[src/design/tas_pkg.sv]
// ----------------------------------------------------------------------------
// tas_pkg
// Shared types and constants for the turntable aim sequencer.
// ----------------------------------------------------------------------------
package tas_pkg;

  typedef struct packed {
    logic [1:0]         action;
    logic signed [15:0] target_x;
    logic signed [15:0] target_y;
  } in_item_t;

  typedef struct packed {
    logic [15:0]        aim_angle;
    logic signed [15:0] launch_distance;
    logic [2:0]         target_index;
    logic [1:0]         command_kind;
    logic [2:0]         throw_launcher;
    logic signed [15:0] throw_power;
    logic               unreachable;
  } out_item_t;

  localparam logic [1:0] ACT_TICK = 2'd0;
  localparam logic [1:0] ACT_NEXT = 2'd1;
  localparam logic [1:0] ACT_PREV = 2'd2;
  localparam logic [1:0] ACT_RUN  = 2'd3;

  localparam logic [1:0] CMD_NONE  = 2'd0;
  localparam logic [1:0] CMD_CATCH = 2'd1;
  localparam logic [1:0] CMD_SWING = 2'd2;
  localparam logic [1:0] CMD_THROW = 2'd3;

  localparam int AW = 28;  // angle accumulator, radians * 2^24
  localparam int CW = 56;  // cordic x/y width

  localparam logic signed [AW-1:0] HALF_PI   = 28'sd26353589;
  localparam logic signed [AW-1:0] PI_Q24    = 28'sd52707179;
  localparam logic signed [AW:0]   TWO_PI    = 29'sd105414357;
  localparam logic signed [AW:0]   ANGLE_MAX = 29'sd82208358;
  localparam logic [12:0]          DIST_BIAS = 13'd539;

  // datapath commands
  localparam logic [2:0] DP_IDLE   = 3'd0;
  localparam logic [2:0] DP_PREP   = 3'd1;  // load squares
  localparam logic [2:0] DP_SQRT   = 3'd2;  // one root step
  localparam logic [2:0] DP_CLOAD  = 3'd3;  // load cordic pass
  localparam logic [2:0] DP_CSTEP  = 3'd4;  // one cordic step
  localparam logic [2:0] DP_FINISH = 3'd5;  // form outputs

  typedef struct packed {
    logic [2:0] op;
    logic       pass;   // 0: target pass, 1: offset pass
    logic [4:0] idx;    // cordic iteration
  } dp_cmd_t;

  typedef struct packed {
    logic unreach;
  } dp_sts_t;

  function automatic logic [AW-1:0] atan_entry(input logic [4:0] i);
    logic [AW-1:0] v;
    begin
      case (i)
        5'd0:  v = 28'd13176795;
        5'd1:  v = 28'd7778716;
        5'd2:  v = 28'd4110060;
        5'd3:  v = 28'd2086331;
        5'd4:  v = 28'd1047214;
        5'd5:  v = 28'd524117;
        5'd6:  v = 28'd262123;
        5'd7:  v = 28'd131069;
        5'd8:  v = 28'd65536;
        5'd9:  v = 28'd32768;
        5'd10: v = 28'd16384;
        5'd11: v = 28'd8192;
        5'd12: v = 28'd4096;
        5'd13: v = 28'd2048;
        5'd14: v = 28'd1024;
        5'd15: v = 28'd512;
        5'd16: v = 28'd256;
        5'd17: v = 28'd128;
        5'd18: v = 28'd64;
        5'd19: v = 28'd32;
        5'd20: v = 28'd16;
        5'd21: v = 28'd8;
        5'd22: v = 28'd4;
        5'd23: v = 28'd2;
        default: v = '0;
      endcase
      return v;
    end
  endfunction

endpackage

[src/design/tas_control.sv]
// ----------------------------------------------------------------------------
// tas_control
// Sequencer state machine: handshake, target and throw sequencing, and
// stepping of the datapath through a tick.
// ----------------------------------------------------------------------------
module tas_control #(
  parameter int CORDIC_STEPS = 16
) (
  input  logic                clk,
  input  logic                rst_n,
  input  logic                in_valid,
  output logic                in_stall,
  input  tas_pkg::in_item_t   in_data,
  output logic                out_valid,
  input  logic                out_stall,
  output tas_pkg::out_item_t  out_data,
  output tas_pkg::dp_cmd_t    cmd,
  input  tas_pkg::dp_sts_t    sts,
  input  logic [15:0]         angle_dp,
  input  logic signed [15:0]  dist_dp,
  output logic [2:0]          launcher
);

  localparam logic [2:0] ST_IDLE  = 3'd0;
  localparam logic [2:0] ST_PREP  = 3'd1;
  localparam logic [2:0] ST_SQRT  = 3'd2;
  localparam logic [2:0] ST_LOAD  = 3'd3;
  localparam logic [2:0] ST_CORD  = 3'd4;
  localparam logic [2:0] ST_FIN   = 3'd5;
  localparam logic [2:0] ST_EMIT  = 3'd6;

  localparam int NSTEP = (CORDIC_STEPS < 24) ? CORDIC_STEPS : 24;

  logic [2:0] state_r, state_nxt;
  logic [4:0] cnt_r, cnt_nxt;
  logic       pass_r, pass_nxt;
  logic [2:0] sel_r, sel_nxt, step_r, step_nxt, lau_r, lau_nxt;
  logic [15:0] ang_r, ang_nxt;
  logic signed [15:0] dist_r, dist_nxt;
  logic        ov_r, ov_nxt;
  tas_pkg::out_item_t od_r, od_nxt;
  logic accept;

  assign in_stall  = (state_r != ST_IDLE) || (ov_r && out_stall);
  assign accept    = in_valid && !in_stall;
  assign out_valid = ov_r;
  assign out_data  = od_r;
  assign launcher  = lau_r;

  always_comb begin
    cmd.op   = tas_pkg::DP_IDLE;
    cmd.pass = pass_r;
    cmd.idx  = cnt_r;
    unique case (state_r)
      ST_PREP: cmd.op = tas_pkg::DP_PREP;
      ST_SQRT: cmd.op = tas_pkg::DP_SQRT;
      ST_LOAD: cmd.op = tas_pkg::DP_CLOAD;
      ST_CORD: cmd.op = tas_pkg::DP_CSTEP;
      ST_FIN:  cmd.op = tas_pkg::DP_FINISH;
      default: cmd.op = tas_pkg::DP_IDLE;
    endcase
  end

  always_comb begin
    state_nxt = state_r;
    cnt_nxt   = cnt_r;
    pass_nxt  = pass_r;
    sel_nxt   = sel_r;
    step_nxt  = step_r;
    lau_nxt   = lau_r;
    ang_nxt   = ang_r;
    dist_nxt  = dist_r;
    ov_nxt    = ov_r && out_stall;
    od_nxt    = od_r;
    unique case (state_r)
      ST_IDLE: begin
        if (accept) begin
          od_nxt = '0;
          od_nxt.aim_angle       = ang_r;
          od_nxt.launch_distance = dist_r;
          case (in_data.action)
            tas_pkg::ACT_TICK: begin
              if (sel_r == 3'd0) begin
                ang_nxt = '0;
                dist_nxt = '0;
                od_nxt.aim_angle = '0;
                od_nxt.launch_distance = '0;
                od_nxt.target_index = sel_r;
                ov_nxt = 1'b1;
              end else begin
                state_nxt = ST_PREP;
              end
            end
            tas_pkg::ACT_NEXT: begin
              sel_nxt = (sel_r >= 3'd5) ? 3'd0 : sel_r + 3'd1;
              od_nxt.target_index = sel_nxt;
              ov_nxt = 1'b1;
            end
            tas_pkg::ACT_PREV: begin
              sel_nxt = (sel_r == 3'd0) ? 3'd5 : sel_r - 3'd1;
              od_nxt.target_index = sel_nxt;
              ov_nxt = 1'b1;
            end
            default: begin
              od_nxt.target_index = sel_r;
              if (step_r == 3'd0) od_nxt.command_kind = tas_pkg::CMD_CATCH;
              else if (step_r == 3'd1) od_nxt.command_kind = tas_pkg::CMD_SWING;
              else begin
                od_nxt.command_kind   = tas_pkg::CMD_THROW;
                od_nxt.throw_launcher = lau_r;
                od_nxt.throw_power    = dist_r;
                lau_nxt = lau_r + 3'd1;
              end
              if (step_r == 3'd6) begin
                step_nxt = 3'd0;
                lau_nxt  = 3'd1;
              end else begin
                step_nxt = step_r + 3'd1;
              end
              ov_nxt = 1'b1;
            end
          endcase
        end
      end
      ST_PREP: begin
        cnt_nxt = '0;
        state_nxt = ST_SQRT;
      end
      ST_SQRT: begin
        // 24 root steps, the last one at count 23
        if (sts.unreach) begin
          od_nxt.unreachable = 1'b1;
          od_nxt.target_index = sel_r;
          state_nxt = ST_EMIT;
        end else if (cnt_r == 5'd23) begin
          pass_nxt = 1'b0;
          state_nxt = ST_LOAD;
        end else cnt_nxt = cnt_r + 5'd1;
      end
      ST_LOAD: begin
        cnt_nxt = '0;
        state_nxt = ST_CORD;
      end
      ST_CORD: begin
        if (cnt_r == 5'(NSTEP - 1)) state_nxt = ST_FIN;
        else cnt_nxt = cnt_r + 5'd1;
      end
      ST_FIN: begin
        if (!pass_r) begin
          pass_nxt = 1'b1;
          state_nxt = ST_LOAD;
        end else begin
          od_nxt.target_index = sel_r;
          state_nxt = ST_EMIT;
          pass_nxt = 1'b0;
          cnt_nxt = 5'd1;
        end
      end
      ST_EMIT: begin
        // latch datapath results in the cycle after finish
        if (!od_r.unreachable) begin
          ang_nxt = angle_dp;
          dist_nxt = dist_dp;
          od_nxt.aim_angle = angle_dp;
          od_nxt.launch_distance = dist_dp;
        end
        ov_nxt = 1'b1;
        state_nxt = ST_IDLE;
      end
      default: state_nxt = ST_IDLE;
    endcase
  end

  always_ff @(posedge clk) begin
    if (!rst_n) begin
      state_r <= ST_IDLE;
      cnt_r   <= '0;
      pass_r  <= 1'b0;
      sel_r   <= '0;
      step_r  <= '0;
      lau_r   <= 3'd1;
      ang_r   <= '0;
      dist_r  <= '0;
      ov_r    <= 1'b0;
    end else begin
      state_r <= state_nxt;
      cnt_r   <= cnt_nxt;
      pass_r  <= pass_nxt;
      sel_r   <= sel_nxt;
      step_r  <= step_nxt;
      lau_r   <= lau_nxt;
      ang_r   <= ang_nxt;
      dist_r  <= dist_nxt;
      ov_r    <= ov_nxt;
    end
    od_r <= od_nxt;
  end

endmodule

[config.mk]
export PLATFORM = sky130hd
export DESIGN_NAME = tas_control
export DESIGN_NICKNAME = d
export VERILOG_FILES = /design/src/design/tas_pkg.sv /design/src/design/tas_control.sv
export SDC_FILE = /design/constraint.sdc
export NUM_CORES = 1
export LEC_CHECK = 0
export ABC_AREA = 1
export BUFFER_PORTS_ARGS = -buffer_cell sky130_fd_sc_hd__buf_4
export CAP_MARGIN = 20
export CORE_MARGIN = 3
export CORE_UTILIZATION = 45
export DETAILED_ROUTE_END_ITERATION = 7
export PLACE_DENSITY = 0.73
export SYNTH_ARGS = -nofsm -noshare
export SYNTH_HDL_FRONTEND = slang
export SYNTH_SLANG_ARGS = --single-unit
[constraint.sdc]
create_clock -name clk -period 5.75 [get_ports clk]
set_input_delay 0.8625 -clock clk [delete_from_list [all_inputs] [get_ports clk]]
set_output_delay 0.8625 -clock clk [all_outputs]
set_load 0.02 [all_outputs]
# Word level (Yosys, flattened, before mapping)
# Cells that the tools add are included.
dict set report classes {
  n_addsub 5
  n_lt_le_gt_ge 1
  n_eq_ne 27
  n_mux 52
  n_bitwise 1
  n_reduce_logical 30
}
# cell count
set ops {}
lappend ops {{16-bit 2-to-1 mux} 5}
lappend ops {{32-bit 2-to-1 mux} 2}
lappend ops {{16-bit one-hot mux with 2 select lines} 2}
lappend ops {{32-bit one-hot mux with 2 select lines} 1}
lappend ops {{57-bit 2-to-1 mux} 1}
lappend ops {{3-bit 2-to-1 mux} 15}
lappend ops {{19-bit 2-to-1 mux} 2}
lappend ops {{35-bit 2-to-1 mux} 1}
lappend ops {{2-bit inequality test (second input constant)} 11}
lappend ops {{21-bit 2-to-1 mux} 1}
lappend ops {{5-bit 2-to-1 mux} 4}
lappend ops {{5-bit one-hot mux with 4 select lines} 1}
lappend ops {{5-bit AND reduction} 4}
lappend ops {{3-bit one-hot mux with 3 select lines} 2}
lappend ops {{3-bit one-hot mux with 6 select lines} 1}
lappend ops {{3-bit one-hot mux with 5 select lines} 1}
lappend ops {{3-bit AND reduction} 5}
lappend ops {{3-bit == test (second input constant)} 4}
lappend ops {{3-bit by 1-bit adder with 3-bit output (second input constant)} 3}
lappend ops {{3-bit zero test} 3}
lappend ops {{1-bit 2-to-1 mux} 8}
lappend ops {{2-bit nonzero test} 4}
lappend ops {{3-bit by 1-bit == test with 1-bit output (second input constant)} 2}
lappend ops {{3-bit by 2-bit == test with 1-bit output (second input constant)} 2}
lappend ops {{25 further kinds} 31}
dict set report word_totals {
  reg_bits 108
  in_bits 71
  output_inout_bits 71
  word_cells 133
}

# Depth between registers and ports, before layout
# Gate-level depths: netlist of run 1.
dict set report logic_depth {
  ltp_word 6
  depth_mapped 11
  depth_no_buf 11
}

# Least setup slack after synthesis of run 1
# OpenSTA, ideal clock, no wires.
dict set report synth_path {
  path_kind {input to register}
  start {input port out_stall}
  end {register od_r, in the netlist out_data[25], enable pin}
  setup_ps 392
  arrival_ps 2104
  required_ps 5358
  slack_ps 3254
  stages 4
  n_path_buf 0
  cell_sequence {nand2_1 inv_1 o21ai_2 and2_1}
}
dict set report synth_via {
  elab_chain_len 6
}
# element line
set synth_rtl {}
lappend synth_rtl {{from (decl)} tas_control.sv:15} ;# input logic out_stall,
lappend synth_rtl {{1-bit logical AND} tas_control.sv:44} ;# assign in_stall = (state_r != ST_IDLE) || (ov_r && out_stall);
lappend synth_rtl {{1-bit logical OR} tas_control.sv:44}
lappend synth_rtl {{1-bit zero test} tas_control.sv:45} ;# assign accept = in_valid && !in_stall;
lappend synth_rtl {{1-bit logical AND} tas_control.sv:45}
lappend synth_rtl {{2-bit inequality test (no source line)} --}
lappend synth_rtl {{3-bit AND reduction (no source line)} --}
lappend synth_rtl {{to (signal assigned)} tas_control.sv:196} ;# od_r <= od_nxt;
lappend synth_rtl {{to (decl)} tas_control.sv:41} ;# tas_pkg::out_item_t od_r, od_nxt;
# Every way passes these cells.
# A chain may end at the register's enable or synchronous reset.

# Final worst setup path of run 1
dict set report layout_path {
  start {register state_r[2]}
  end {register ang_r[10]}
}
dict set report layout_via {
  elab_chain_len 6
  word_cells_on_any_way 13
  cone_classes {eq/ne: 5; mux: 1; reduce/logical: 7}
}
# element line
set layout_rtl {}
lappend layout_rtl {{from (decl)} tas_control.sv:34} ;# logic [2:0] state_r, state_nxt;
lappend layout_rtl {{from (signal assigned)} tas_control.sv:186} ;# state_r <= state_nxt;
lappend layout_rtl {{3-bit nonzero test} tas_control.sv:44}
lappend layout_rtl {{1-bit logical OR} tas_control.sv:44}
lappend layout_rtl {{1-bit zero test} tas_control.sv:45}
lappend layout_rtl {{1-bit logical AND} tas_control.sv:45}
lappend layout_rtl {{2-bit inequality test (no source line)} --}
lappend layout_rtl {{5-bit AND reduction (no source line)} --}
lappend layout_rtl {{to (signal assigned)} tas_control.sv:192} ;# ang_r <= ang_nxt;
lappend layout_rtl {{to (decl)} tas_control.sv:38} ;# logic [15:0] ang_r, ang_nxt;
# Several ways; a longest one is shown, not always the timed one.

==> results of run 1 <==
[power groups by stage]
stage               Combinational [W]  Sequential [W]  Clock [W]
floorplan                    0.000328         0.00115          0
global placement             0.000642         0.00104          0
detailed placement           0.000658         0.00104          0
CTS                          0.000662         0.00103   0.000646
global route                 0.000725         0.00104   0.000679
finish                       0.000654         0.00103   0.000634
[state kept, by name, indices dropped and copies added, names as in the netlist]
register and cells:
out_data 57, dist_r 16, ang_r 16, out_valid 1, launcher 3, sel_r 3
state_r 3, cnt_r 5, step_r 3, pass_r 1
[per-stage QoR]
stage / instances / util / instance area (um2) / setup WS, ns / power [W]
global placement: 855 / 0.545 / 6020 / 3.03 / 0.00168
floorplan: 629 / - / 5170 / 3.25 / 0.00148
detailed placement: 855 / 0.545 / 6020 / 3.01 / 0.00170
CTS: 871 / 0.574 / 6330 / 3.28 / 0.00234
global route: 871 / 0.574 / 6330 / 2.97 / 0.00244
finish: 871 / 0.574 / 6330 / 3.31 / 0.00231
[worst max-delay path, cell delays in order (launching register included)]
cell and delay (ns):
sky130_fd_sc_hd__dfxtp_1 0.46, sky130_fd_sc_hd__nand2_2 0.09, sky130_fd_sc_hd__inv_2 0.09, sky130_fd_sc_hd__nand2_4 0.38
sky130_fd_sc_hd__o21ai_4 0.32, sky130_fd_sc_hd__nand3_4 0.54, sky130_fd_sc_hd__o21ai_1 0.36, sky130_fd_sc_hd__nor2_1 0.06
[kinds of logic (layout without fill, tap and decap cells)]
group / after synthesis / in the layout / synth area share
AND/OR/NAND/NOR: 273 / 273 / 0.220
XOR/XNOR: 3 / 3 / 0.00508
adder cells (fa/ha/maj): 11 / 11 / 0.0266
AO/OA/AOI/OAI: 86 / 86 / 0.0992
flip-flops: 108 / 108 / 0.528
buffers and inverters: 148 / 250 / 0.120
[path summary, 6_finish.rpt]
path,startpoint,endpoint,slack (ns),cells past startpoint
worst max-delay path,state_r[2],ang_r[10],3.31,7
worst min register to register,step_r[0],step_r[0],0.51,2
worst max register to register,state_r[2],ang_r[10],3.31,7
worst min-delay path,step_r[0],step_r[0],0.51,2
[cell type report]
class,instances,area (um2)
clock buffer,11,253
clock inverter,5,58.8
fill,978,4700
inverter,124,465
multi-input combinational,373,1820
sequential,108,2730
tap,140,175
timing repair buffer,110,826
[routing by layer]
layer  wire (um)  up-vias  track usage
met1        4920     1914        0.229
met3         702       14       0.0369
met2        5400      126        0.296
met4         172        0       0.0609
met5           0        -            0
li1            -     2176            -
[cells in the final DEF (no fill, tap or decap), drive strengths merged, types with 2 or more instances in the layout]
cell / synthesis / layout
ha: 11 / 11
edfxtp: 57 / 57
inv: 124 / 125
o211ai: 2 / 2
clkbuf: 12 / 11
a21oi: 11 / 11
nand4: 3 / 3
or2: 2 / 2
dfxtp: 51 / 51
nor3: 3 / 3
nand3: 17 / 17
o21ai: 37 / 37
clkinv: 0 / 2
buf: 12 / 110
o22ai: 32 / 32
nor2: 138 / 138
nand2: 109 / 109
xnor2: 2 / 2
==> impl_results.html, run 1 <==
<table>
<tr><th>Metric</th><th>Value</th></tr>
<tr><th colspan="2">Timing</th></tr>
<tr><td>Total Neg Setup Slack</td><td>0 ns</td></tr>
<tr><td>Final critical-path required period</td><td>2.44 ns</td></tr>
<tr><td>RSZ-0062 raised after global routing</td><td>no</td></tr>
<tr><td>Share of the cycle needed by the critical path after routing</td><td>0.425</td></tr>
<tr><td>Layout Skew</td><td>around 0.0051 ns</td></tr>
<tr><td>Worst Hold Slack</td><td>between 0.5 and 0.6 ns</td></tr>
<tr><td>Worst slew margin relative to its limit</td><td>0.452</td></tr>
<tr><td>Final count of hold timing violations</td><td>0</td></tr>
<tr><td>Final Slew Violations</td><td>0</td></tr>
<tr><td>Final number of setup-violating endpoints</td><td>0</td></tr>
<tr><td>Maximum clock frequency</td><td>409 MHz</td></tr>
<tr><td>Worst slew pin tran</td><td>a little over 0.8 ns</td></tr>
<tr><th colspan="2">Power</th></tr>
<tr><td>Share of power burned in combinational logic</td><td>0.283</td></tr>
<tr><td>Clock share of power</td><td>0.274</td></tr>
<tr><td>Part of the power in registers</td><td>0.443</td></tr>
<tr><td>Pwr per Cell Area</td><td>366 nW/um2</td></tr>
<tr><td>Internal</td><td>0.00157 W</td></tr>
<tr><td>Static power due to leakage</td><td>3.05 nW</td></tr>
<tr><td>Peak ir drop on the vdd network</td><td>0.000181 V</td></tr>
<tr><td>Switching part of the total</td><td>0.320</td></tr>
<tr><td>Switching power summed over all nets</td><td>0.000740 W</td></tr>
<tr><th colspan="2">Drt</th></tr>
<tr><td>Vias</td><td>roughly 4200</td></tr>
<tr><td>Post-Route WL</td><td>11.2 mm</td></tr>
<tr><td>Routed vias/inst</td><td>between 4 and 5</td></tr>
<tr><td>Routed wire length per instance</td><td>12.8 um</td></tr>
<tr><td>DRC violation total after the first TritonRoute iteration</td><td>~180</td></tr>
<tr><td>Antenna-violating nets left</td><td>0</td></tr>
<tr><td>Count of unresolved DRC violations after routing</td><td>0</td></tr>
<tr><td>Number of detailed-routing iterations run before antenna repair</td><td>5</td></tr>
<tr><th colspan="2">Logic synthesis</th></tr>
<tr><td>Most common cell in the synthesized netlist</td><td>sky130_fd_sc_hd__nor2_1</td></tr>
<tr><td>Leading post-synthesis cells by cell area</td><td>sky130_fd_sc_hd__edfxtp_1, sky130_fd_sc_hd__dfxtp_1, sky130_fd_sc_hd__nor2_1, sky130_fd_sc_hd__inv_1, sky130_fd_sc_hd__nand2_1</td></tr>
<tr><td>Warnings from Yosys</td><td>0</td></tr>
<tr><td>Post-synth top area share</td><td>0.331</td></tr>
<tr><td>Mapped Cells</td><td>629</td></tr>
<tr><td>Dominant synthesized flop cell</td><td>sky130_fd_sc_hd__edfxtp_1</td></tr>
<tr><td>Synthesized area divided by synthesized cell count</td><td>roughly 8.2 um2</td></tr>
<tr><td>Sequential share of the synthesized area</td><td>0.528</td></tr>
<tr><td>Synth async-reset ratio</td><td>0</td></tr>
<tr><td>Library cells used by synthesis</td><td>35</td></tr>
<tr><td>Library cell occupying the most area in the post-synthesis netlist</td><td>sky130_fd_sc_hd__edfxtp_1</td></tr>
<tr><td>Number of flops mapped to enable cells by yosys</td><td>57</td></tr>
<tr><td>Commonest cells in the synthesized netlist</td><td>sky130_fd_sc_hd__nor2_1, sky130_fd_sc_hd__inv_1, sky130_fd_sc_hd__nand2_1, sky130_fd_sc_hd__edfxtp_1, sky130_fd_sc_hd__dfxtp_1</td></tr>
<tr><td>Total standard cell area after synthesis</td><td>~5200 um2</td></tr>
<tr><td>Flop and latch count out of synthesis</td><td>108</td></tr>
<tr><td>Syn Nets</td><td>a little over 700</td></tr>
<tr><th colspan="2">Global routing</th></tr>
<tr><td>First-pass GRT wire length</td><td>18.6 mm</td></tr>
<tr><td>Tot GR Track Use</td><td>0.177</td></tr>
<tr><td>Vias in the first global route</td><td>3994</td></tr>
<tr><td>Initial antenna violation count</td><td>0</td></tr>
<tr><td>Largest net degree at the start of global routing</td><td>68</td></tr>
<tr><td>GRT overflow</td><td>0</td></tr>
<tr><th colspan="2">Clocking</th></tr>
<tr><td>Number of buffers created by CTS</td><td>9</td></tr>
<tr><td>Post-CTS Repair Setup Buffers</td><td>0</td></tr>
<tr><td>Depth of the CTS H-tree</td><td>3</td></tr>
<tr><td>Count of cells resized by post-cts repair</td><td>0</td></tr>
<tr><td>CTS clk-pin slew, worst paths</td><td>0.07 ns</td></tr>
<tr><td>Root buffer selected by CTS</td><td>sky130_fd_sc_hd__clkbuf_16</td></tr>
<tr><td>CTS Hold Bufs</td><td>0</td></tr>
<tr><td>CTS tree</td><td>yes</td></tr>
<tr><td>Clock Tree Buf Depth</td><td>2</td></tr>
<tr><td>Clock sinks</td><td>108</td></tr>
<tr><td>Clock Latency Late Sink</td><td>0.34 ns</td></tr>
<tr><th colspan="2">Floorplanning</th></tr>
<tr><td>Standard-cell row count</td><td>38</td></tr>
<tr><td>Chip Height</td><td>113 um</td></tr>
<tr><td>Total I/O pin count</td><td>142</td></tr>
<tr><td>Overall die area</td><td>12800 um2</td></tr>
<tr><td>Width of the chip</td><td>113 um</td></tr>
<tr><td>Starting density of the core</td><td>0.469</td></tr>
<tr><td>Placeable Area</td><td>around 11000 um2</td></tr>
<tr><th colspan="2">Run status</th></tr>
<tr><td>Result of the run</td><td>finished, final reports clean</td></tr>
<tr><th colspan="2">Critical path</th></tr>
<tr><td>Largest driver fanout on the critical path</td><td>between 60 and 70</td></tr>
<tr><td>Setup CP Type</td><td>register to register</td></tr>
<tr><td>Required time of the critical path</td><td>roughly 6 ns</td></tr>
<tr><td>Worst path arrival time</td><td>2.67 ns</td></tr>
<tr><td>Category of the worst setup path capture point</td><td>register</td></tr>
<tr><td>Worst Setup Start Kind</td><td>register</td></tr>
<tr><th colspan="2">Placement</th></tr>
<tr><td>Port Buffers</td><td>about 110</td></tr>
<tr><td>Routability-driven placement congestion ratio</td><td>0.919</td></tr>
<tr><td>Detailed Place HPWL</td><td>7.72 mm</td></tr>
<tr><th colspan="2">Finish</th></tr>
<tr><td>Area overhead of the layout relative to synthesis</td><td>22.4%</td></tr>
<tr><td>Fraction of layout cells with a size suffix above 1</td><td>0.200</td></tr>
<tr><td>Diode count</td><td>0</td></tr>
<tr><td>Net count, final</td><td>between 800 and 900</td></tr>
<tr><th colspan="2">Worst hold path</th></tr>
<tr><td>Type of the worst min-delay path</td><td>register to register</td></tr>
<tr><th colspan="2">Job</th></tr>
<tr><td>Max-cap viol count</td><td>0</td></tr>
</table>
No activity file was read; power rests on OpenSTA's default activity.
==> run 2: changes to the inputs <==
==> constraint.sdc (replaced) <==
create_clock -name clk -period 2.4 [get_ports clk]
set_input_delay 0.36 -clock clk [delete_from_list [all_inputs] [get_ports clk]]
set_output_delay 0.36 -clock clk [all_outputs]
set_load 0.02 [all_outputs]
==> run 2 against run 1 <==
- wire length rose by 2.0%
- non-clock buffer count grew 4
- clock-buffer cell count fell by 2
- die area stayed put
- first-iteration DRC count increased by 35%
- sequential power up 140%
- power grew 140%
- critical path depth is the same
- combinational power rose by 140%
- cell count up 0.57%
- design area up 0.36%
- flip-flop and latch count unchanged
- highest routed layer unchanged
==> impl_results.html, run 2 (same netlist as run 1, synthesis figures left out) <==
<table>
<tr><th>Metric</th><th>Value</th></tr>
<tr><th colspan="2">Job</th></tr>
<tr><td>Max-cap viol count</td><td>0</td></tr>
<tr><th colspan="2">Floorplanning</th></tr>
<tr><td>Width of the chip</td><td>113 um</td></tr>
<tr><td>Total I/O pin count</td><td>142</td></tr>
<tr><td>Standard-cell row count</td><td>38</td></tr>
<tr><td>Chip Height</td><td>113 um</td></tr>
<tr><td>Placeable Area</td><td>~11000 um2</td></tr>
<tr><td>Overall die area</td><td>between 10000 and 15000 um2</td></tr>
<tr><td>Starting density of the core</td><td>0.469</td></tr>
<tr><th colspan="2">Critical path</th></tr>
<tr><td>Ordered cell list for the critical path</td><td>inv_2 &gt; nand2_2 &gt; nor2_4 &gt; nand3_4 &gt; inv_2 &gt; nand3_4 &gt; o22ai_1</td></tr>
<tr><td>Register-to-register setup slack</td><td>between 0.3 and 0.4 ns</td></tr>
<tr><td>Critical Path Slowest Stage Cell</td><td>sky130_fd_sc_hd__nand3_4</td></tr>
<tr><td>Worst Setup Start Kind</td><td>register</td></tr>
<tr><td>Longest individual stage delay on the worst path</td><td>0.41 ns</td></tr>
<tr><td>Required time of the critical path</td><td>2.56 ns</td></tr>
<tr><td>Worst path arrival time</td><td>2.25 ns</td></tr>
<tr><td>Largest driver fanout on the critical path</td><td>32</td></tr>
<tr><td>Category of the worst setup path capture point</td><td>register</td></tr>
<tr><td>Setup CP Type</td><td>register to register</td></tr>
<tr><th colspan="2">Drt</th></tr>
<tr><td>Routed wire length per instance</td><td>roughly 13 um</td></tr>
<tr><td>Number of detailed-routing iterations run before antenna repair</td><td>5</td></tr>
<tr><td>Met3 wire length</td><td>832 um</td></tr>
<tr><td>Count of unresolved DRC violations after routing</td><td>0</td></tr>
<tr><td>Met2 WL post-DR</td><td>roughly 5.5 mm</td></tr>
<tr><td>Routed vias/inst</td><td>4.95</td></tr>
<tr><td>Post-Route WL</td><td>between 10 and 15 mm</td></tr>
<tr><td>Vias</td><td>4333</td></tr>
<tr><td>Antenna-violating nets left</td><td>0</td></tr>
<tr><td>DRC violation total after the first TritonRoute iteration</td><td>241</td></tr>
<tr><td>M1 WL</td><td>roughly 4.9 mm</td></tr>
<tr><td>Uppermost layer routed</td><td>met4</td></tr>
<tr><th colspan="2">Clocking</th></tr>
<tr><td>Number of buffers created by CTS</td><td>9</td></tr>
<tr><td>Post-CTS Repair Setup Buffers</td><td>0</td></tr>
<tr><td>Clock sinks</td><td>108</td></tr>
<tr><td>Clock Latency Late Sink</td><td>0.34 ns</td></tr>
<tr><td>CTS clk-pin slew, worst paths</td><td>about 0.08 ns</td></tr>
<tr><td>Clock Tree Buf Depth</td><td>2</td></tr>
<tr><td>Depth of the CTS H-tree</td><td>3</td></tr>
<tr><td>Root buffer selected by CTS</td><td>sky130_fd_sc_hd__clkbuf_16</td></tr>
<tr><td>CTS tree</td><td>yes</td></tr>
<tr><th colspan="2">Power</th></tr>
<tr><td>Switching power summed over all nets</td><td>0.00183 W</td></tr>
<tr><td>Pwr per Cell Area</td><td>858 nW/um2</td></tr>
<tr><td>Part of the power in registers</td><td>0.451</td></tr>
<tr><td>Share of power burned in combinational logic</td><td>0.292</td></tr>
<tr><td>Static power due to leakage</td><td>3.04 nW</td></tr>
<tr><td>Clock share of power</td><td>0.257</td></tr>
<tr><td>Total chip power</td><td>0.00545 W</td></tr>
<tr><td>Peak ir drop on the vdd network</td><td>0.000460 V</td></tr>
<tr><td>Internal</td><td>~0.0036 W</td></tr>
<tr><td>Switching part of the total</td><td>0.335</td></tr>
<tr><th colspan="2">Run status</th></tr>
<tr><td>Result of the run</td><td>finished, final reports clean</td></tr>
<tr><th colspan="2">Timing</th></tr>
<tr><td>Final critical-path required period</td><td>2.08 ns</td></tr>
<tr><td>Share of the cycle needed by the critical path after routing</td><td>0.869</td></tr>
<tr><td>Worst slew margin relative to its limit</td><td>0.636</td></tr>
<tr><td>Final number of setup-violating endpoints</td><td>0</td></tr>
<tr><td>Layout Skew</td><td>between 0.008 and 0.009 ns</td></tr>
<tr><td>RSZ-0062 raised after global routing</td><td>no</td></tr>
<tr><td>Worst slew pin tran</td><td>0.543 ns</td></tr>
<tr><td>Final Slew Violations</td><td>0</td></tr>
<tr><td>Maximum clock frequency</td><td>between 400 and 500 MHz</td></tr>
<tr><td>Least setup slack across all paths after layout</td><td>0.316 ns</td></tr>
<tr><td>Total Neg Setup Slack</td><td>0 ns</td></tr>
<tr><td>Worst Hold Slack</td><td>about 0.39 ns</td></tr>
<tr><td>Final count of hold timing violations</td><td>0</td></tr>
<tr><th colspan="2">Global routing</th></tr>
<tr><td>Vias in the first global route</td><td>4024</td></tr>
<tr><td>Tot GR Track Use</td><td>0.175</td></tr>
<tr><td>First-pass GRT wire length</td><td>approximately 18 mm</td></tr>
<tr><td>Largest net degree at the start of global routing</td><td>between 60 and 70</td></tr>
<tr><td>Initial antenna violation count</td><td>0</td></tr>
<tr><td>GRT overflow</td><td>0</td></tr>
<tr><th colspan="2">Finish</th></tr>
<tr><td>Top library cells by usage in the layout, fill and taps aside</td><td>sky130_fd_sc_hd__nor2_1, sky130_fd_sc_hd__inv_1, sky130_fd_sc_hd__buf_4</td></tr>
<tr><td>Number of flip-flops under the largest register name</td><td>57</td></tr>
<tr><td>Net count, final</td><td>813</td></tr>
<tr><td>Core utilization of the finished layout</td><td>0.576</td></tr>
<tr><td>Diode count</td><td>0</td></tr>
<tr><td>Fraction of layout cells with a size suffix above 1</td><td>0.205</td></tr>
<tr><td>Commonest non-fill, non-tap cell in the layout</td><td>sky130_fd_sc_hd__nor2_1</td></tr>
<tr><td>Area overhead of the layout relative to synthesis</td><td>22.8%</td></tr>
<tr><th colspan="2">Worst hold path</th></tr>
<tr><td>Type of the worst min-delay path</td><td>input port to register</td></tr>
<tr><th colspan="2">Placement</th></tr>
<tr><td>Dpl ws</td><td>0.259 ns</td></tr>
<tr><td>Routability-driven placement congestion ratio</td><td>0.862</td></tr>
<tr><td>Port Buffers</td><td>109</td></tr>
<tr><td>Detailed Place HPWL</td><td>7.69 mm</td></tr>
</table>
==> run 2: cell count changes in the layout (fill, tap and decap cells not counted), moves of 2 or more <==
| cell | previous run | this run |
|---|---|---|
| sky130_fd_sc_hd__clkinvlp_4 | 1 | 3 |
| sky130_fd_sc_hd__buf_4 | 110 | 114 |
| sky130_fd_sc_hd__clkbuf_8 | 2 | 0 |
| sky130_fd_sc_hd__inv_6 | 0 | 2 |
==> run 2: power groups by stage <==
| stage | Sequential (W) | Clock [W] | Combinational (W) |
|---|---|---|---|
| 5_1_grt | 0.00249 | 0.00152 | 0.00177 |
| 6_report | 0.00246 | 0.00140 | 0.00159 |
| 2_1_floorplan | 0.00275 | 0 | 0.000786 |
| 3_5_place_dp | 0.00250 | 0 | 0.00157 |
| 3_3_place_gp | 0.00249 | 0 | 0.00154 |
| 4_1_cts | 0.00246 | 0.00143 | 0.00158 |
==> run 2: worst paths after layout <==
kind / from / end / cells past startpoint
setup / recovery: state_r[0] / out_data[44] / 7
hold / removal: sts / state_r[2] / 5
setup reg to reg: state_r[0] / out_data[44] / 7
hold reg to reg: ang_r[6] / ang_r[6] / 4
==> run 2: timing repair <==
action / 4_1_cts / 5_1_grt
hold buffers: 0 / 0
endpoints found under the setup margin: 0 / 3
gates resized for setup: 0 / 1
==> run 2: per-stage QoR <==
stage,cells,area (um2)
finish,876,6350
global route,876,6350
CTS,875,6330
detailed placement,859,6050
global placement,859,6050
floorplan,629,5170
==> run 2: layout make-up <==
class,instances,area (um2)
Fill cell,968,4680
Sequential cell,108,2730
Multi-Input combinational cell,374,1830
Timing Repair Buffer,114,856
Inverter,124,465
Clock buffer,9,225
Tap cell,140,175
Clock inverter,7,61.3
==> run 2: metal layers <==
metal  track usage  up-vias
met5             0        -
met4        0.0569        0
li1              -     2185
met3        0.0337       15
met2         0.297      148
met1         0.224     1985
==> run 2: critical path: cells and delay by family, from the launching register on <==
kind	cells	cell delay [ns]
and+or+nand+nor	4	0.81
buffers and inverters	2	0.42
DFF	1	0.38
AOI/OAI and AO/OA	1	0.27
==> run 3: changes to the inputs <==
--- a/config.mk
+++ b/config.mk
@@ -9,9 +9,10 @@
 export BUFFER_PORTS_ARGS = -buffer_cell sky130_fd_sc_hd__buf_4
 export CAP_MARGIN = 20
 export CORE_MARGIN = 3
-export CORE_UTILIZATION = 45
+export CORE_UTILIZATION = 53
 export DETAILED_ROUTE_END_ITERATION = 7
-export PLACE_DENSITY = 0.73
+export PLACE_DENSITY = 0.84
 export SYNTH_ARGS = -nofsm -noshare
 export SYNTH_HDL_FRONTEND = slang
 export SYNTH_SLANG_ARGS = --single-unit
+export TNS_END_PERCENT = 100
==> run 3 against run 2 <==
- die area shrank 14%
- worst setup slack gained 0.068 ns
- largest cell class unchanged
- sequential share of layout area grew 0.56 points
==> impl_results.html, run 3 (same netlist as run 1, synthesis figures left out) <==
<table>
<tr><th>Metric</th><th>Value</th></tr>
<tr><th colspan="2">Timing</th></tr>
<tr><td>Worst Hold Slack</td><td>approximately 0.36 ns</td></tr>
<tr><td>Final number of setup-violating endpoints</td><td>0</td></tr>
<tr><td>Worst slew pin tran</td><td>0.536 ns</td></tr>
<tr><td>Layout Skew</td><td>0.0123 ns</td></tr>
<tr><td>RSZ-0062 raised after global routing</td><td>no</td></tr>
<tr><td>Share of the cycle needed by the critical path after routing</td><td>0.840</td></tr>
<tr><td>Total Neg Setup Slack</td><td>0 ns</td></tr>
<tr><td>Final count of hold timing violations</td><td>0</td></tr>
<tr><td>Maximum clock frequency</td><td>496 MHz</td></tr>
<tr><td>Worst slew margin relative to its limit</td><td>0.634</td></tr>
<tr><td>Final critical-path required period</td><td>around 2.0 ns</td></tr>
<tr><td>Final Slew Violations</td><td>0</td></tr>
<tr><th colspan="2">Critical path</th></tr>
<tr><td>Largest driver fanout on the critical path</td><td>32</td></tr>
<tr><td>Setup CP Type</td><td>register to register</td></tr>
<tr><td>Longest individual stage delay on the worst path</td><td>0.39 ns</td></tr>
<tr><td>Count of buffer and inverter cells on the critical path</td><td>2</td></tr>
<tr><td>Worst path arrival time</td><td>2.20 ns</td></tr>
<tr><td>Required time of the critical path</td><td>2.59 ns</td></tr>
<tr><td>Worst Setup Start Kind</td><td>register</td></tr>
<tr><td>Ordered cell list for the critical path</td><td>inv_2 &gt; nand2_2 &gt; nor2_4 &gt; nand3_4 &gt; inv_2 &gt; nand3_4 &gt; o22ai_1</td></tr>
<tr><td>Critical Path Slowest Stage Cell</td><td>sky130_fd_sc_hd__dfxtp_1</td></tr>
<tr><td>Family of cells with the greatest summed delay on the critical path</td><td>simple AND/OR/NAND/NOR gates</td></tr>
<tr><td>Category of the worst setup path capture point</td><td>register</td></tr>
<tr><th colspan="2">Drt</th></tr>
<tr><td>Count of unresolved DRC violations after routing</td><td>0</td></tr>
<tr><td>DRC violation total after the first TritonRoute iteration</td><td>around 250</td></tr>
<tr><td>Routed vias/inst</td><td>approximately 5.0</td></tr>
<tr><td>Routed wire length per instance</td><td>13.1 um</td></tr>
<tr><td>Post-Route WL</td><td>~11 mm</td></tr>
<tr><td>Number of detailed-routing iterations run before antenna repair</td><td>5</td></tr>
<tr><td>Vias</td><td>between 4000 and 5000</td></tr>
<tr><td>Antenna-violating nets left</td><td>0</td></tr>
<tr><th colspan="2">Clocking</th></tr>
<tr><td>CTS clk-pin slew, worst paths</td><td>0.11 ns</td></tr>
<tr><td>Root buffer selected by CTS</td><td>sky130_fd_sc_hd__clkbuf_8</td></tr>
<tr><td>Count of cells resized by post-cts repair</td><td>0</td></tr>
<tr><td>Depth of the CTS H-tree</td><td>3</td></tr>
<tr><td>Clock Latency Late Sink</td><td>0.36 ns</td></tr>
<tr><td>CTS tree</td><td>yes</td></tr>
<tr><td>Clock Tree Buf Depth</td><td>2</td></tr>
<tr><td>CTS Hold Bufs</td><td>0</td></tr>
<tr><td>Post-CTS Repair Setup Buffers</td><td>0</td></tr>
<tr><td>Number of buffers created by CTS</td><td>9</td></tr>
<tr><td>Clock sinks</td><td>around 110</td></tr>
<tr><th colspan="2">Finish</th></tr>
<tr><td>Core utilization of the finished layout</td><td>0.669</td></tr>
<tr><td>Net count, final</td><td>814</td></tr>
<tr><td>Number of flip-flops under the largest register name</td><td>57</td></tr>
<tr><td>Area overhead of the layout relative to synthesis</td><td>21.2%</td></tr>
<tr><td>Diode count</td><td>0</td></tr>
<tr><td>Total non-filler cell area in the finished layout</td><td>6270 um2</td></tr>
<tr><td>FF/Latch Area</td><td>roughly 2700 um2</td></tr>
<tr><td>Top library cells by usage in the layout, fill and taps aside</td><td>sky130_fd_sc_hd__nor2_1, sky130_fd_sc_hd__inv_1, sky130_fd_sc_hd__buf_4</td></tr>
<tr><td>Area of the multi-input gates</td><td>1820 um2</td></tr>
<tr><td>Fraction of layout cells with a size suffix above 1</td><td>0.205</td></tr>
<tr><td>Commonest non-fill, non-tap cell in the layout</td><td>sky130_fd_sc_hd__nor2_1</td></tr>
<tr><td>Fill cell count</td><td>792</td></tr>
<tr><th colspan="2">Run status</th></tr>
<tr><td>Result of the run</td><td>finished, final reports clean</td></tr>
<tr><th colspan="2">Global routing</th></tr>
<tr><td>Initial antenna violation count</td><td>0</td></tr>
<tr><td>Largest net degree at the start of global routing</td><td>46</td></tr>
<tr><td>First-pass GRT wire length</td><td>19.0 mm</td></tr>
<tr><td>GRT overflow</td><td>0</td></tr>
<tr><td>Vias in the first global route</td><td>4229</td></tr>
<tr><td>Tot GR Track Use</td><td>0.209</td></tr>
<tr><th colspan="2">Floorplanning</th></tr>
<tr><td>Chip Height</td><td>105 um</td></tr>
<tr><td>Placeable Area</td><td>between 9000 and 10000 um2</td></tr>
<tr><td>Overall die area</td><td>about 11000 um2</td></tr>
<tr><td>Standard-cell row count</td><td>35</td></tr>
<tr><td>Width of the chip</td><td>105 um</td></tr>
<tr><td>Total I/O pin count</td><td>142</td></tr>
<tr><td>Starting density of the core</td><td>0.552</td></tr>
<tr><th colspan="2">Power</th></tr>
<tr><td>Static power due to leakage</td><td>3.03 nW</td></tr>
<tr><td>Total chip power</td><td>0.00520 W</td></tr>
<tr><td>Peak ir drop on the vdd network</td><td>0.000461 V</td></tr>
<tr><td>Pwr per Cell Area</td><td>829 nW/um2</td></tr>
<tr><th colspan="2">Placement</th></tr>
<tr><td>Routability-driven placement congestion ratio</td><td>0.823</td></tr>
<tr><td>Port Buffers</td><td>109</td></tr>
<tr><td>Detailed Place HPWL</td><td>between 8 and 9 mm</td></tr>
<tr><td>Post-detailed-placement cell area</td><td>6060 um2</td></tr>
<tr><th colspan="2">Job</th></tr>
<tr><td>Max-cap viol count</td><td>0</td></tr>
<tr><th colspan="2">Worst hold path</th></tr>
<tr><td>Type of the worst min-delay path</td><td>input port to register</td></tr>
</table>
-- run 3: changes by cell type in the layout (fill, tap and decap cells not counted), sizes merged --
| cell | previous run | this run |
|---|---|---|
| clkinvlp | 3 | 0 |
| buf | 114 | 116 |
| clkinv | 2 | 4 |
| bufinv | 0 | 1 |
| nand3 | 18 | 17 |
-- run 3: layer usage --
layer / share of wire / vias up / GRT usage
met5: 0 / - / 0
met3: 0.057 / 19 / 0.0395
met4: 0.018 / 0 / 0.0694
li1: - / 2177 / -
met1: 0.43 / 1994 / 0.258
met2: 0.49 / 137 / 0.367
-- run 3: worst paths after layout --
path / cells after the start / slack, ns / start / end
setup / recovery: 7 / 0.38 / state_r[0] / out_data[45]
setup reg to reg: 7 / 0.38 / state_r[0] / out_data[45]
hold reg to reg: 2 / 0.50 / step_r[0] / step_r[0]
hold / removal: 5 / 0.36 / sts / state_r[2]
-- run 3: final cells by class --
class	count	share of cell area
flip-flops and latches	108	0.436
multi-input cells	373	0.290
repair buffers	116	0.141
inverters	124	0.0743
well taps	129	0.0257
clock buffers	9	0.0198
clock inverters	7	0.0136
-- run 3: metrics by stage --
step / std cells / worst slack [ns]
floorplan: 629 / 0.367
global placement: 850 / 0.486
detailed placement: 850 / 0.418
CTS: 866 / 0.390
global route: 866 / 0.193
finish: 866 / 0.383
-- run 3: report_power, final --
group / switching (W) / leakage [nW] / internal, W
clock network: 0.000643 / 0.105 / 0.000500
logic: 0.00101 / 1.93 / 0.000588
registers: 0.000132 / 0.994 / 0.00233
total: 0.00178 / 3.03 / 0.00342
-- run 3: worst reg2reg max path: cells and delay by family, from the launching register on --
| family | cells | cell delay, ns |
|---|---|---|
| flip-flops | 1 | 0.39 |
| AO/OA/AOI/OAI | 1 | 0.32 |
| buffers and inverters | 2 | 0.36 |
| AND/OR/NAND/NOR | 4 | 0.78 |
